$ cat src/sdc_pkg.sv
// shared types, sizes and helpers for the sorted dictionary coder
// no dependencies; used by sdc_cell, sdc_group and sorted_dictionary_coder
package sdc_pkg;

  localparam int unsigned DATA_W      = 32;
  localparam int unsigned TABLE_DEPTH = 1024;
  localparam int unsigned IDX_W       = $clog2(TABLE_DEPTH);
  localparam int unsigned CNT_W       = IDX_W + 1;
  localparam int unsigned GRP_SIZE    = 32;
  localparam int unsigned LOC_W       = $clog2(GRP_SIZE);
  localparam int unsigned N_GRP       = TABLE_DEPTH / GRP_SIZE;
  localparam int unsigned GRP_W       = $clog2(N_GRP);

  localparam logic [1:0] WIDTH_8  = 2'd0;
  localparam logic [1:0] WIDTH_16 = 2'd1;
  localparam logic [1:0] WIDTH_32 = 2'd2;

  typedef enum logic [1:0] {
    REQ_CLEAR   = 2'd0,
    REQ_INSERT  = 2'd1,
    REQ_LOOKUP  = 2'd2,
    REQ_INVERSE = 2'd3
  } req_e;

  typedef struct packed {
    logic              any;
    logic [LOC_W-1:0]  loc;
    logic              eq;
    logic [DATA_W-1:0] rd;
  } grp_t;

  function automatic logic [1:0] width_code_of(input logic [CNT_W-1:0] n);
    logic [31:0] w;
    w = 32'(n);
    if (w < 32'(1 << 8)) begin
      return WIDTH_8;
    end
    if (w < 32'(1 << 16)) begin
      return WIDTH_16;
    end
    return WIDTH_32;
  endfunction

endpackage

$ cat src/sdc_group.sv
// registered reduction of one group of cells: boundary position, match and read data
// depends on sdc_pkg
module sdc_group (
  input  logic                                             clk_i,
  input  logic [sdc_pkg::GRP_SIZE-1:0]                     hit_i,
  input  logic [sdc_pkg::GRP_SIZE-1:0]                     eq_i,
  input  logic [sdc_pkg::GRP_SIZE-1:0][sdc_pkg::DATA_W-1:0] rd_i,
  output sdc_pkg::grp_t                                    grp_o
);

  sdc_pkg::grp_t grp_d;
  sdc_pkg::grp_t grp_q;

  always_comb begin
    grp_d.any = |hit_i;
    grp_d.eq  = |eq_i;
    grp_d.loc = '0;
    grp_d.rd  = '0;
    for (int k = 0; k < sdc_pkg::GRP_SIZE; k++) begin
      if (hit_i[k]) begin
        grp_d.loc = grp_d.loc | sdc_pkg::LOC_W'(k);
      end
      grp_d.rd = grp_d.rd | rd_i[k];
    end
  end

  always_ff @(posedge clk_i) begin
    grp_q <= grp_d;
  end

  assign grp_o = grp_q;

endmodule

$ cat config.mk
export PLATFORM = sky130hd
export DESIGN_NAME = sdc_group
export DESIGN_NICKNAME = d
export VERILOG_FILES = /design/src/sdc_pkg.sv /design/src/sdc_group.sv
export SDC_FILE = /design/constraint.sdc
export NUM_CORES = 1
export LEC_CHECK = 0
export BUFFER_PORTS_ARGS = -buffer_cell sky130_fd_sc_hd__buf_2
export CORE_AREA = 2 2 442 444
export DETAILED_ROUTE_END_ITERATION = 8
export DIE_AREA = 0 0 444 446
export PLACE_DENSITY = 0.3
export RECOVER_POWER = 50
export SETUP_SLACK_MARGIN = 0.15
export SLEW_MARGIN = 5
export SYNTH_ARGS = -nofsm -noshare
export SYNTH_HDL_FRONTEND = slang
export SYNTH_SLANG_ARGS = --single-unit
$ cat constraint.sdc
create_clock -name clk_i -period 3.9 [get_ports clk_i]
set_clock_uncertainty 0.15 [all_clocks]
set_input_delay 0.78 -clock clk_i [delete_from_list [all_inputs] [get_ports clk_i]]
set_output_delay 0.78 -clock clk_i [all_outputs]
set_load 0.005 [all_outputs]
==> results.py <==
metrics = {
    "outcome": {
        "status": "complete, no violations",
    },
    "cts": {
        "cts_buffers": 5,
        "cts_max_path_buffers": 2,
        "clock-sinks": 39,
        "hold_buffers": 0,
        "cts_tree": "built",
        "cts_max_level": 2,
        "postCtsSetupRepairBufs": 0,
        "clkSlewWorstSetupHoldPaths_ns": 0.08,
        "post_cts_resized": 0,
        "cts-root-buf": "clkbuf_16",
    },
    "drt": {
        "route.vias.total": 10700,
        "postRouteWirelength_mm": 129,
        "drtAntennaViolNets": 0,
        "wl_per_cell_um": 30.4,
        "dr.pass1.iters": 5,
        "viasPerCell": 2.51,
        "drc": 0,
        "drt_iter0_markers": 721,
    },
    "synth": {
        "synth_nets": 1518,
        "synth_xor_area_share_pct": 0,
        "synth_area_per_cell_um2": 7.54,
        "yosysSeqAreaShare_pct": 24.1,
        "synth_top_family_by_area": "simple AND/OR/NAND/NOR gates",
        "synth-seq-cells": 39,
        "synthCells": 429,
        "synthSimpleGateAreaFrac_pct": 75.9,
        "synth_compound_area_share_pct": 0,
        "synth_cell_type_count": 14,
        "synthMuxAreaShare_pct": 0,
        "synth-adder-area-share_pct": 0,
        "synthesis.area_um2": 3230,
        "yosys_warnings": 0,
    },
    "timing": {
        "hold_viol": 0,
        "slew_viol_final": 0,
        "finalSetupViolCount": 0,
        "setup_tns_ns": 0,
        "rsz0062_at_grt": "no",
        "period_share_pct": 64.4,
        "tightest_slew_ns": 1.21,
        "period_minus_slack_ns": 2.51,
        "relSlewSlack_pct": 18.7,
        "fmax_mhz": 398,
    },
    "placement": {
        "hpwl_mm": 125,
        "numPortBuffers": 1127,
        "postPlaceCellArea_um2": 12900,
        "place_congestion": 0.918,
        "placed_cells": 4173,
    },
    "critical_path": {
        "cp_data_arrival_time_ns": 2.60,
        "setup.worst_path.start_class": "primary input",
        "endpoint_kind": "flip-flop",
        "path_class": "in -> reg",
        "cp_slowest_cell": "nor4_1",
        "slowest_delay_ns": 1.01,
        "crit_required_ns": 3.99,
        "worstPathMaxFanout": 1,
        "path_cells": "buf_2, nor4_1, nand4_1, or2_2",
    },
    "grt": {
        "grt_util_all_layers_pct": 12.4,
        "overflow": 0,
        "antenna_found_initial": 208,
        "grt_start_max_net_pins": 14,
        "first_global_vias": 9916,
        "grt_pass1_wl_mm": 147,
    },
    "floorplan": {
        "die_area_um2": 198000,
        "start_util_pct": 1.67,
        "core_um2": 194000,
        "num_rows": 162,
        "fp.dieW_um": 444,
        "pin_count": 1128,
        "die_h_um": 446,
    },
    "power_and_ir_drop": {
        "ir_drop_mv": 0.185,
        "p_leak_nw": 5.33,
        "power_density_nw_per_um2": 142,
    },
    "final_layout": {
        "fin_area_um2": 13200,
        "area_growth_pct": 307,
        "drive_gt1_share_pct": 76.4,
        "final_cell_mix": "buf_2, nor4_1, buf_4",
        "stdcell_count": 4239,
        "nets": 2727,
        "largest_reg_flops": 39,
        "layout_commonest_cell": "buf_2",
    },
    "hold_path": {
        "hold_end": "grp_o[37]",
        "hold_path_depth": 3,
        "hold_class": "in -> reg",
        "hold_start": "hit_i[20]",
    },
    "flow_run": {
        "cap_violations": 0,
    },
}
==> logic make-up after synthesis <==
group	count (synthesis)
flops	39
simple gates	390
==> power by group <==
part | total (W) | internal [W] | switching [W]
Sequential | 0.000398 | 0.000398 | 0.000000000365
Combinational | 0.000841 | 0.000445 | 0.000395
Clock | 0.000635 | 0.000307 | 0.000328
Total | 0.00187 | 0.00115 | 0.000723
==> critical path: cells and delay by family <==
family | cells | cell delay, ns
buffers and inverters | 1 | 0.11
and+or+nand+nor | 3 | 1.70
==> Yosys cell counts <==
cell / instances / area [µm²]
nor4_1: 268 / 1680
nand4_1: 69 / 432
dfxtp_1: 39 / 781
or2_2: 33 / 206
nor3_1: 4 / 20.0
nor2_1: 3 / 11.3
or4_1: 3 / 22.5
nand2_1: 2 / 7.51
nor4_2: 2 / 25.0
or3_1: 2 / 12.5
and4b_1: 1 / 10.0
nand4b_1: 1 / 8.76
nor4b_1: 1 / 8.76
or4_4: 1 / 11.3
==> per-layer routing <==
| layer | global-route usage, % | up-vias | wire [µm] |
|---|---|---|---|
| met5 | 0 | - | 751 |
| met2 | 22.6 | 898 | 65100 |
| met4 | 2.65 | 110 | 3910 |
| li1 | - | 4479 | - |
| met1 | 13.1 | 4784 | 44100 |
| met3 | 5.32 | 380 | 15200 |
==> layout make-up <==
cell class	instances	area (µm²)
timing repair buffer	1202	6160
clock buffer	5	125
fill	23000	180000
antenna	58	145
multi-input combinational	390	2710
sequential	39	781
tap	2542	3180
clock inverter	3	43.8
==> metrics by stage <==
stage          hold WS, ns  total power (W)  setup slack [ns]  util (%)
2_1_floorplan        0.741         0.000461              2.06         -
3_3_place_gp         0.856          0.00126             0.883      6.66
3_5_place_dp         0.853          0.00127             0.884      6.66
4_1_cts              0.463          0.00198              1.32      6.75
5_1_grt              0.489          0.00200              1.43      6.75
6_report             0.499          0.00187              1.39      6.79
==> worst max-delay path by stage <==
stage | slack (ns) | cells after the start | start | to
2_1_floorplan | 2.06 | 3 | hit_i[11] | grp_o[38]
3_5_place_dp | 0.88 | 5 | rd_i[815] | grp_o[15]
6_report | 1.39 | 4 | rd_i[565] | grp_o[21]
3_3_place_gp | 0.88 | 5 | rd_i[819] | grp_o[19]
5_1_grt | 1.43 | 4 | rd_i[565] | grp_o[21]
4_1_cts | 1.32 | 5 | rd_i[815] | grp_o[15]
(Power assumes the default switching activity.)
