### config.mk
export PLATFORM = sky130hd
export DESIGN_NAME = sdc_cell
export DESIGN_NICKNAME = d
export VERILOG_FILES = /design/src/sdc_pkg.sv /design/src/sdc_cell.sv
export SDC_FILE = /design/constraint.sdc
export NUM_CORES = 1
export LEC_CHECK = 0
export ABC_CLOCK_PERIOD_IN_PS = 2250
export BUFFER_PORTS_ARGS = -buffer_cell sky130_fd_sc_hd__buf_2
export CAP_MARGIN = 15
export CORE_MARGIN = 2
export CORE_UTILIZATION = 35
export CTS_CLUSTER_SIZE = 25
export DETAILED_ROUTE_END_ITERATION = 12
export GPL_TIMING_DRIVEN = 0
export PLACE_DENSITY = 0.69
export SLEW_MARGIN = 10
export SYNTH_ARGS = -nofsm -noshare
export SYNTH_HDL_FRONTEND = slang
export SYNTH_SLANG_ARGS = --single-unit
### constraint.sdc
create_clock -name clk_i -period 2.25 [get_ports clk_i]
set_input_delay 0.1125 -clock clk_i [delete_from_list [all_inputs] [get_ports clk_i]]
set_output_delay 0.1125 -clock clk_i [all_outputs]
set_load 0.01 [all_outputs]
### src/sdc_pkg.sv
// shared types, sizes and helpers for the sorted dictionary coder
// no dependencies; used by sdc_cell, sdc_group and sorted_dictionary_coder
package sdc_pkg;

  localparam int unsigned DATA_W      = 32;
  localparam int unsigned TABLE_DEPTH = 1024;
  localparam int unsigned IDX_W       = $clog2(TABLE_DEPTH);
  localparam int unsigned CNT_W       = IDX_W + 1;
  localparam int unsigned GRP_SIZE    = 32;
  localparam int unsigned LOC_W       = $clog2(GRP_SIZE);
  localparam int unsigned N_GRP       = TABLE_DEPTH / GRP_SIZE;
  localparam int unsigned GRP_W       = $clog2(N_GRP);

  localparam logic [1:0] WIDTH_8  = 2'd0;
  localparam logic [1:0] WIDTH_16 = 2'd1;
  localparam logic [1:0] WIDTH_32 = 2'd2;

  typedef enum logic [1:0] {
    REQ_CLEAR   = 2'd0,
    REQ_INSERT  = 2'd1,
    REQ_LOOKUP  = 2'd2,
    REQ_INVERSE = 2'd3
  } req_e;

  typedef struct packed {
    logic              any;
    logic [LOC_W-1:0]  loc;
    logic              eq;
    logic [DATA_W-1:0] rd;
  } grp_t;

  function automatic logic [1:0] width_code_of(input logic [CNT_W-1:0] n);
    logic [31:0] w;
    w = 32'(n);
    if (w < 32'(1 << 8)) begin
      return WIDTH_8;
    end
    if (w < 32'(1 << 16)) begin
      return WIDTH_16;
    end
    return WIDTH_32;
  endfunction

endpackage

### src/sdc_cell.sv
// one table cell: holds an entry, compares it with the key, shifts right on insert
// depends on sdc_pkg
module sdc_cell (
  input  logic                              clk_i,
  input  logic                              cmp_en_i,
  input  logic                              shift_en_i,
  input  logic [sdc_pkg::DATA_W-1:0]        key_i,
  input  logic [sdc_pkg::IDX_W-1:0]         cell_idx_i,
  input  logic [sdc_pkg::CNT_W-1:0]         count_i,
  input  logic [sdc_pkg::IDX_W-1:0]         sel_idx_i,
  input  logic [sdc_pkg::DATA_W-1:0]        left_val_i,
  input  logic                              left_lt_i,
  output logic [sdc_pkg::DATA_W-1:0]        val_o,
  output logic                              lt_o,
  output logic                              eq_o,
  output logic                              hit_o,
  output logic [sdc_pkg::DATA_W-1:0]        rd_o
);

  logic [sdc_pkg::DATA_W-1:0] value_q;
  logic                       lt_q;
  logic                       eq_q;
  logic                       sel_q;
  logic                       occ;

  assign occ = {1'b0, cell_idx_i} < count_i;

  always_ff @(posedge clk_i) begin
    if (cmp_en_i) begin
      lt_q  <= occ && (value_q < key_i);
      eq_q  <= occ && (value_q == key_i);
      sel_q <= cell_idx_i == sel_idx_i;
    end
    if (shift_en_i && !lt_q) begin
      value_q <= left_lt_i ? key_i : left_val_i;
    end
  end

  assign val_o = value_q;
  assign lt_o  = lt_q;
  assign eq_o  = eq_q;
  assign hit_o = left_lt_i && !lt_q;
  assign rd_o  = sel_q ? value_q : '0;

endmodule

==> metrics, run 1 <==
Final Slew Violations=0; Cell Count, Final, Fillers Out=543; Worst Setup Start Kind=register; Hold Path Sink=lt_o$_DFFE_PP_; DR pass1 iterations=4; worst-case reg-to-reg path depth=6; share of cells above drive strength 1=0.476; worst-margin pin slew=397 ps; Sum Neg Setup Slack=0 ps; cell count after placement=536; I/O pins=between 150 and 200; reg-to-reg startpoint=val_o[7]$_DFFE_PP_; Antenna Nets Post-Route=0; Total Routing Usage GR=0.167; largest net degree at the start of global routing=25; WP data required=2380 ps; Fin. Hold Viols=0; post-CTS setup buffer count=0; DR WL/cell=around 14 um; cts bufs inserted=5; mapped cell area=0.00280 mm^2; nets=between 500 and 600; DRT Wirelength=7410 um; RSZ-0062 raised after global routing=false; static leakage=approximately 2.0 nW; post-synth top area share=0.375; reg-to-reg endpoint=lt_o$_DFFE_PP_; Syn Area/Cell=10.4 um^2; Synth Flop Type=edfxtp_1; die area=0.00874 mm^2; Std-Cell Core Area=0.00773 mm^2; antenna cells=0; detailed placement HPWL=about 6300 um; synth unique cells=29; Util after Layout=0.499; flop-to-flop setup slack=380 ps; crit path max fanout=3; worst hold path type=primary input to register; Worst Skew=9.59 ps; WP data arrival=1990 ps; Peak VDD IR=around 0.23 mV; vias in the first global route=around 2400; P&R area growth vs syn=37.6%; DR iter-0 viols=107; kind of critical path=register to register; Relative slew margins=0.735; worst hold stages=1; crit path cell chain=ha_1 -> a21oi_1 -> o21ai_1 -> a221oi_1 -> o211ai_1 -> a211oi_1; cells after synthesis=about 270; H-tree Lvls=2; max-cap violations=0; initial core utilization=0.363; Tmin final=1870 ps; endpoint class of the critical path=register; EDFF count, synth=35; synth top area cells=edfxtp_1 37%, ha_1 18%, mux2_2 13%; pwr/cell area=458 mW/mm^2; via count=2518; # DRC=0; Synth area leader=edfxtp_1; slowest CP cell=edfxtp_1; die height=93.5 um; final period utilization=0.829; cell family with most CP delay=compound AO/OA/AOI/OAI gates; GRT overflow=0; CTS tree=done; delay of the slowest critical-path stage=approximately 420 ps; Placed Area=0.00378 mm^2; asr flop ratio synth=0; status=completed; CTS Hold Bufs=0; # clock sinks=35; vias per cell=4.64; synth warn=0; chip width=93.5 um; Row Count=32; crit path buf inv count=0; Bufs on Longest Clock Path=2; initial antenna violation count=0; Final Cell Area=roughly 0.0039 mm^2; Final setup viols=0; count of input and output buffers=164; Hold Crit Start=cmp_en_i; Reg clk slew, reported paths=80 ps; register area share after synthesis=0.375; root buffer cell=clkbuf_8; first-pass GRT wire length=11400 um; Synth Register Bits=35; f_max=around 540 MHz; gpl congestion=0.792; fill count=about 740; cts repair resizes=0; clock latency on the worst-skew pair=290 ps; Syn Nets=between 400 and 500
==> how the worst max path moves through the flow <==
stage | from | endpoint | cells past startpoint
after CTS | val_o[7]$_DFFE_PP_ | lt_o$_DFFE_PP_ | 6
after detailed placement | val_o[7]$_DFFE_PP_ | lt_o$_DFFE_PP_ | 6
after global placement | lt_o$_DFFE_PP_ | val_o[19]$_DFFE_PP_ | 1
after floorplan | lt_o$_DFFE_PP_ | val_o[0]$_DFFE_PP_ | 1
after global routing | val_o[7]$_DFFE_PP_ | lt_o$_DFFE_PP_ | 6
final | val_o[7]$_DFFE_PP_ | lt_o$_DFFE_PP_ | 6
==> where the power goes <==
part,internal [mW],switching (mW)
combinational,0.260,0.258
sequential,0.775,0.0320
clock,0.206,0.234
==> stage by stage <==
stage	total power, mW	hold WS (ps)	setup WS, ps
5_1_grt	1.88	73.0	147
2_1_floorplan	1.10	225	512
3_5_place_dp	1.35	374	388
4_1_cts	1.79	67.0	371
6_report	1.77	74.0	384
3_3_place_gp	1.32	357	81.8
==> state kept, by name, summed over array words and instances (netlist names) <==
register  count
eq_o          1
lt_o          1
val_o        32
sel_q         1
==> area by class of cell <==
cell class / instances / area [um^2] / share of cell area
flip-flops and latches: 35 / 1050 / 0.272
well taps: 102 / 128 / 0.0331
clock inverters: 2 / 8.76 / 0.00227
multi-input cells: 184 / 1570 / 0.407
plain buffers: 7 / 30.0 / 0.00778
inverters: 43 / 161 / 0.0418
repair buffers: 165 / 841 / 0.218
clock buffers: 5 / 68.8 / 0.0178
==> kinds of logic (layout without fill, tap and decap cells) <==
logic type	Yosys count	count (layout)	share of synthesized area
xor+xnor	10	10	0.0312
flops	35	35	0.375
simple gates	68	68	0.145
mux	32	32	0.129
fa+ha+maj	41	41	0.183
buf+inv	50	222	0.0683
compound gates	33	33	0.0692
==> metal layers <==
| layer | vias to the layer above | GRT usage | wire length, um |
|---|---|---|---|
| met1 | 1149 | 0.201 | 3080 |
| met3 | 5 | 0.0266 | 376 |
| met5 | - | 0 | 0 |
| met2 | 74 | 0.309 | 3880 |
| li1 | 1290 | - | - |
| met4 | 0 | 0.0404 | 70 |
==> layout by cell type, fill, tap and decap left out <==
cell type	instances
nand4_2	1
a22oi_1	1
nand4_1	8
xnor2_1	8
buf_2	167
o22ai_1	1
nor2_1	4
xor2_1	2
o21ai_1	1
or4_1	1
ha_1	41
nor4_2	2
a211oi_1	2
inv_1	43
clkbuf_1	4
edfxtp_1	35
buf_12	1
a21o_1	1
clkinv_2	1
clkbuf_8	5
a21oi_1	18
a221oi_1	1
o21ai_0	4
nand3_1	3
nand4b_1	1
o211ai_1	3
nor4_1	1
a2111o_1	1
clkinv_1	1
and2_1	32
nor2b_4	1
mux2_2	32
nand2_1	11
nor2b_1	3
==> Yosys cell counts (2+ instances only) <==
master and n:
xor2_1 2, nor2_1 4, inv_1 43, nand2_1 11
a21oi_1 18, ha_1 41, xnor2_1 8, nand4_1 8
a211oi_1 2, clkbuf_1 4, mux2_2 32, nand3_1 3
buf_2 3, nor4_2 2, nor2b_1 4, o21ai_0 4
o211ai_1 3, and2_1 32, edfxtp_1 35
Power figures use the tool's default switching activity.
==> inputs of run 2 (changes only) <==
--- a/config.mk
+++ b/config.mk
@@ -5,7 +5,8 @@
 export SDC_FILE = /design/constraint.sdc
 export NUM_CORES = 1
 export LEC_CHECK = 0
-export ABC_CLOCK_PERIOD_IN_PS = 2250
+export ABC_AREA = 1
+export ABC_CLOCK_PERIOD_IN_PS = 1570
 export BUFFER_PORTS_ARGS = -buffer_cell sky130_fd_sc_hd__buf_2
 export CAP_MARGIN = 15
 export CORE_MARGIN = 2
==> constraint.sdc (replaced) <==
create_clock -name clk_i -period 1.57 [get_ports clk_i]
set_input_delay 0.0785 -clock clk_i [delete_from_list [all_inputs] [get_ports clk_i]]
set_output_delay 0.0785 -clock clk_i [all_outputs]
set_load 0.01 [all_outputs]
==> run 2 against run 1 <==
Compared with the run above: sequential cell count unchanged; critical path depth unchanged; area after synthesis increased by 3.8%; sequential power increased by 45%; clock power increased by 83%; combinational power increased by 50%; first-iteration DRC count decreased by 31%; worst hold slack got worse by 31 ps; sequential share of layout area decreased by 1.3 points; largest cell class unchanged; count of clock-buffer cells in the layout unchanged; via count increased by 19%; core utilization about the same; critical path type unchanged.
==> metrics, run 2 <==
status=completed; Synth Register Bits=35; share of cells above drive strength 1=0.359; Reg clk slew, reported paths=about 80 ps; Antenna Nets Post-Route=0; endpoint class of the critical path=register; Tmin final=1550 ps; cts bufs inserted=5; first-pass GRT wire length=~12000 um; GRT overflow=0; vias per cell=between 4 and 5; vias in the first global route=2778; Syn Nets=approximately 530; Hold Crit Start=cmp_en_i; cells after synthesis=385; H-tree Lvls=2; area of the multi-input gates=0.00152 mm^2; kind of critical path=register to register; count of input and output buffers=165; Hold Path Sink=sel_q$_DFFE_PP_; count leader, synth=nand2_1; register area share after synthesis=0.361; mapped cell area=0.00291 mm^2; RSZ-0062 raised after global routing=true; antenna cells=0; chip width=95.2 um; initial antenna violation count=0; DRT Wirelength=7920 um; Commonest cells post-synth=113 x nand2_1, 89 x inv_1, 41 x ha_1; die height=95.2 um; reg-to-reg startpoint=val_o[15]$_DFFE_PP_; Synth Flop Type=edfxtp_1; commonest non-fill, non-tap cell in the layout=buf_2; Row Count=33; f_max=646 MHz; Final Slew Violations=0; reg-to-reg endpoint=lt_o$_DFFE_PP_; Synth area leader=edfxtp_1; I/O pins=166; clock latency on the worst-skew pair=between 200 and 300 ps; pwr/cell area=between 600 and 700 mW/mm^2; Relative slew margins=0.643; static leakage=2.42 nW; Std-Cell Core Area=about 0.0081 mm^2; Total Routing Usage GR=0.171; WP data arrival=1580 ps; via count=2994; Cell Count, Final, Fillers Out=around 670; worst hold stages=1; worst hold path type=primary input to register; DR pass1 iterations=4; Final setup viols=0; crit path max fanout=3; synth unique cells=24; CTS tree=done; asr flop ratio synth=0; WP data required=1600 ps; EDFF count, synth=35; synth top area cells=edfxtp_1 36%, ha_1 18%, nand2_1 15%; gpl congestion=between 0.7 and 0.8; nets=approximately 700; final period utilization=0.986; cell count after placement=approximately 660; largest net degree at the start of global routing=17; post-synth top area share=0.361; # clock sinks=35; DR WL/cell=~12 um; Syn Area/Cell=~7.6 um^2; P&R area growth vs syn=39.4%; # DRC=0; synth warn=0; Worst Skew=6.82 ps; root buffer cell=clkbuf_8; Peak VDD IR=0.272 mV; Reg area=0.00105 mm^2; die area=0.00906 mm^2; fill count=826; initial core utilization=0.358; DR iter-0 viols=74; max-cap violations=0; detailed placement HPWL=6500 um; Bufs on Longest Clock Path=2; Fin. Hold Viols=0; most frequent cells in the layout=171 x buf_2, 112 x nand2_1, 89 x inv_1, 39 x ha_1, 35 x edfxtp_1; flop-to-flop setup slack=20 ps; final worst slack=~23 ps; Place WS=-112 ps; worst-case reg-to-reg path depth=6; max FFs per register=32; Worst Setup Start Kind=register; worst-margin pin slew=533 ps
run 2: cell count changes in the layout (fill, tap and decap cells not counted), moves of 3 or more:
cell	previous run	this run
xnor2_1	8	5
nor2_1	4	14
mux2_2	32	0
buf_2	167	171
nor2b_1	3	0
inv_2	0	3
nor2_2	0	6
o21ai_0	4	32
nand2_1	11	112
inv_1	43	89
nand4_1	8	4
buf_4	0	4
and2_1	32	0
o211ai_1	3	0
run 2: per-layer routing:
layer / global-route usage / part of all wire / wire length (um)
met1: 0.201 / 0.43 / 3370
met2: 0.312 / 0.49 / 3870
met3: 0.0364 / 0.077 / 613
met4: 0.0459 / 0.0090 / 71
met5: 0 / 0 / 0
run 2: kinds of logic (layout without fill, tap and decap cells):
family	Yosys count	in the layout	synth area share
buffers and inverters	101	278	0.133
AOI/OAI and AO/OA	52	52	0.0924
DFF	35	35	0.361
and+or+nand+nor	147	148	0.210
adders and majority gates	41	41	0.176
xor gates and xnor gates	9	9	0.0271
run 2: report_power, final:
part           total, mW  internal (mW)  switching (mW)
Sequential          1.17           1.11          0.0544
Combinational      0.781          0.348           0.434
Clock              0.808          0.465           0.342
Total               2.76           1.93           0.831
run 2: timing repair:
action / CTS / global route
cloned: 1 / 0
setup endpoints to repair: 33 / 2
resized for setup: 2 / 4
buffers inserted: 1 / 3
hold buffers: 0 / 0
pin swaps: 1 / 0
run 2: area by class of cell:
| class | instances | area share |
|---|---|---|
| Tap cell | 105 | 0.0324 |
| Clock inverter | 3 | 0.00956 |
| Inverter | 92 | 0.0851 |
| Timing Repair Buffer | 169 | 0.211 |
| Clock buffer | 5 | 0.0170 |
| Buffer | 9 | 0.0102 |
| Multi-Input combinational cell | 250 | 0.376 |
| Sequential cell | 35 | 0.259 |
run 2: worst max-delay path by stage:
stage | from | endpoint | slack, ps | cells after the start
global placement | lt_o$_DFFE_PP_ | val_o[0]$_DFFE_PP_ | -50 | 1
detailed placement | lt_o$_DFFE_PP_ | val_o[3]$_DFFE_PP_ | -110 | 1
global route | val_o[15]$_DFFE_PP_ | lt_o$_DFFE_PP_ | -100 | 6
floorplan | val_o[23]$_DFFE_PP_ | lt_o$_DFFE_PP_ | 110 | 6
CTS | val_o[23]$_DFFE_PP_ | lt_o$_DFFE_PP_ | 3 | 6
finish | val_o[15]$_DFFE_PP_ | lt_o$_DFFE_PP_ | 20 | 6
run 2: critical path, stage by stage (launching register included):
cell and delay [ps]:
edfxtp_1 450, ha_4 310, nand4_1 140, nor3_2 180
nand2_1 80, nand2_1 80, a21oi_1 60
run 2: stage by stage:
| step | power [mW] | hold WS [ps] | utilization | instance area [um^2] | TNS [ps] |
|---|---|---|---|---|---|
| 6_report | 2.76 | 43.2 | 0.499 | 4060 | 0 |
| 3_5_place_dp | 1.95 | 344 | 0.476 | 3870 | -3560 |
| 4_1_cts | 2.78 | 37.9 | 0.493 | 4010 | 0 |
| 2_1_floorplan | 1.61 | 191 | - | 2920 | 0 |
| 3_3_place_gp | 1.93 | 342 | 0.476 | 3870 | -1450 |
| 5_1_grt | 2.94 | 39.6 | 0.499 | 4060 | -169 |
==> inputs of run 3 (changes only) <==
--- a/config.mk
+++ b/config.mk
@@ -5,7 +5,6 @@
 export SDC_FILE = /design/constraint.sdc
 export NUM_CORES = 1
 export LEC_CHECK = 0
-export ABC_AREA = 1
 export ABC_CLOCK_PERIOD_IN_PS = 1570
 export BUFFER_PORTS_ARGS = -buffer_cell sky130_fd_sc_hd__buf_2
 export CAP_MARGIN = 15
==> run 3 against run 2 <==
Compared with the run above: the flow now finishes with violations (setup timing); first-iteration DRC count fell by 58%; final area shrank 1.5%; fmax fell by 14%; cell count decreased by 18%; total power down 7.0%; setup slack got worse by 250 ps; global-route usage decreased by 0.83 points; sequential share of layout area grew 0.40 points; sequential cell count stayed put; count of clock-buffer cells in the layout up 2; die area is 3.5% lower; largest cell class unchanged.
==> metrics, run 3 (synthesis gave the netlist of run 1 again) <==
cts bufs inserted=5; detailed placement HPWL=5910 um; initial core utilization=0.363; Power Total=~2.6 mW; failing checks=setup timing; die area=0.00874 mm^2; Peak VDD IR=0.310 mV; Relative slew margins=0.659; DR iter-0 viols=31; DRT Wirelength=7260 um; worst hold path type=primary input to register; status=finished, violations left; flop-to-flop setup slack=-230 ps; Reg area=0.00105 mm^2; Final setup viols=2; Levels on crit path=6; die height=about 94 um; Reg clk slew, reported paths=70 ps; count of input and output buffers=164; Fin. Hold Viols=0; DR pass1 iterations=4; max FFs per register=32; Final Slew Violations=0; # DRC=0; worst-case reg-to-reg path depth=6; Antenna Nets Post-Route=0; RSZ-0062 raised after global routing=true; delay of the slowest critical-path stage=400 ps; via count=2546; CTS tree=done; DR WL/cell=13.2 um; most used cell, CP=o211ai_1; Std-Cell Core Area=0.00773 mm^2; antenna cells=0; Tmin final=roughly 1800 ps; area of the multi-input gates=0.00167 mm^2; largest net degree at the start of global routing=17; clock latency on the worst-skew pair=280 ps; WP data arrival=1820 ps; most frequent cells in the layout=167 x buf_2, 43 x inv_1, 35 x ha_1, 35 x edfxtp_1; worst-margin pin slew=511 ps; crit path buf inv count=0; Hold Slack=77.0 ps; Row Count=32; H-tree Lvls=2; kind of critical path=register to register; share of cells above drive strength 1=0.506; nets=588; max-cap violations=0; crit path cell chain=ha_1 -> nor2b_1 -> o211ai_1 -> a2111o_1 -> o211ai_1 -> a211oi_1; worst hold stages=1; root buffer cell=clkbuf_8; slowest CP cell=edfxtp_1; first-pass GRT wire length=11100 um; P&R area growth vs syn=42.5%; final period utilization=1.15; Worst Skew=about 6.5 ps; vias per cell=between 4 and 5; crit path max fanout=2; GRT overflow=0; commonest non-fill, non-tap cell in the layout=buf_2; CTS Hold Bufs=0; Bufs on Longest Clock Path=2; # clock sinks=35; static leakage=between 2 and 2.5 nW; Worst Setup Start Kind=register; gpl congestion=0.758; fill count=737; final worst slack=-229 ps; initial antenna violation count=0; endpoint class of the critical path=register; f_max=556 MHz; Place WS=-280 ps; I/O pins=~170; WP data required=1590 ps; Total Routing Usage GR=0.162; vias in the first global route=2368; pwr/cell area=642 mW/mm^2; cell family with most CP delay=compound AO/OA/AOI/OAI gates; chip width=93.5 um
run 3: cell count changes in the layout (fill, tap and decap cells not counted), moves of 10 or more:
| cell | change |
|---|---|
| mux2_2 | +32 |
| o21ai_0 | -28 |
| nor2_1 | -10 |
| nand2_1 | -101 |
| and2_1 | +32 |
| inv_1 | -46 |
run 3: worst paths after layout:
check / start / to
worst max register to register: val_o[1]$_DFFE_PP_ / lt_o$_DFFE_PP_
worst min register to register: val_o[15]$_DFFE_PP_ / lt_o$_DFFE_PP_
worst min-delay path: cmp_en_i / eq_o$_DFFE_PP_
worst max-delay path: val_o[1]$_DFFE_PP_ / lt_o$_DFFE_PP_
run 3: through the flow:
step	area, um^2	TNS (ps)	utilization	cells
detailed placement	3800	-4180	0.491	535
global route	4000	-618	0.517	551
global placement	3800	-2760	0.491	535
CTS	3950	-456	0.512	550
finish	4000	-410	0.517	551
floorplan	2850	-256	-	269
run 3: layout make-up:
| type | count | share of cell area |
|---|---|---|
| multi-input cells | 185 | 0.417 |
| clock buffers | 7 | 0.0191 |
| inverters | 43 | 0.0404 |
| well taps | 102 | 0.0319 |
| repair buffers | 171 | 0.219 |
| plain buffers | 7 | 0.00814 |
| flip-flops and latches | 35 | 0.263 |
| clock inverters | 1 | 0.00125 |
run 3: where the power goes:
| part | switching, mW | internal, mW |
|---|---|---|
| registers | 0.0489 | 1.11 |
| clock network | 0.313 | 0.311 |
| logic | 0.380 | 0.398 |
| total | 0.742 | 1.82 |
run 3: metal layers:
layer	up-vias	global-route usage	part of all wire
met2	108	0.279	0.48
met3	5	0.0266	0.073
li1	1307	-	-
met5	-	0	0
met1	1126	0.211	0.44
met4	0	0.0441	0.0085
run 3: repair_timing:
| item | CTS | global route |
|---|---|---|
| gates resized for setup | 3 | 7 |
| gates cloned | 1 | 0 |
| hold endpoints to repair | 0 | 0 |
| pin swaps | 3 | 2 |
| setup buffers | 6 | 1 |
| setup endpoints to repair | 34 | 14 |
run 3: worst reg2reg max path, stage by stage (launching register included):
cell and delay (ps):
edfxtp_1 400, ha_1 300, nor2b_1 130, o211ai_1 90, a2111o_1 390, o211ai_1 130
a211oi_1 100
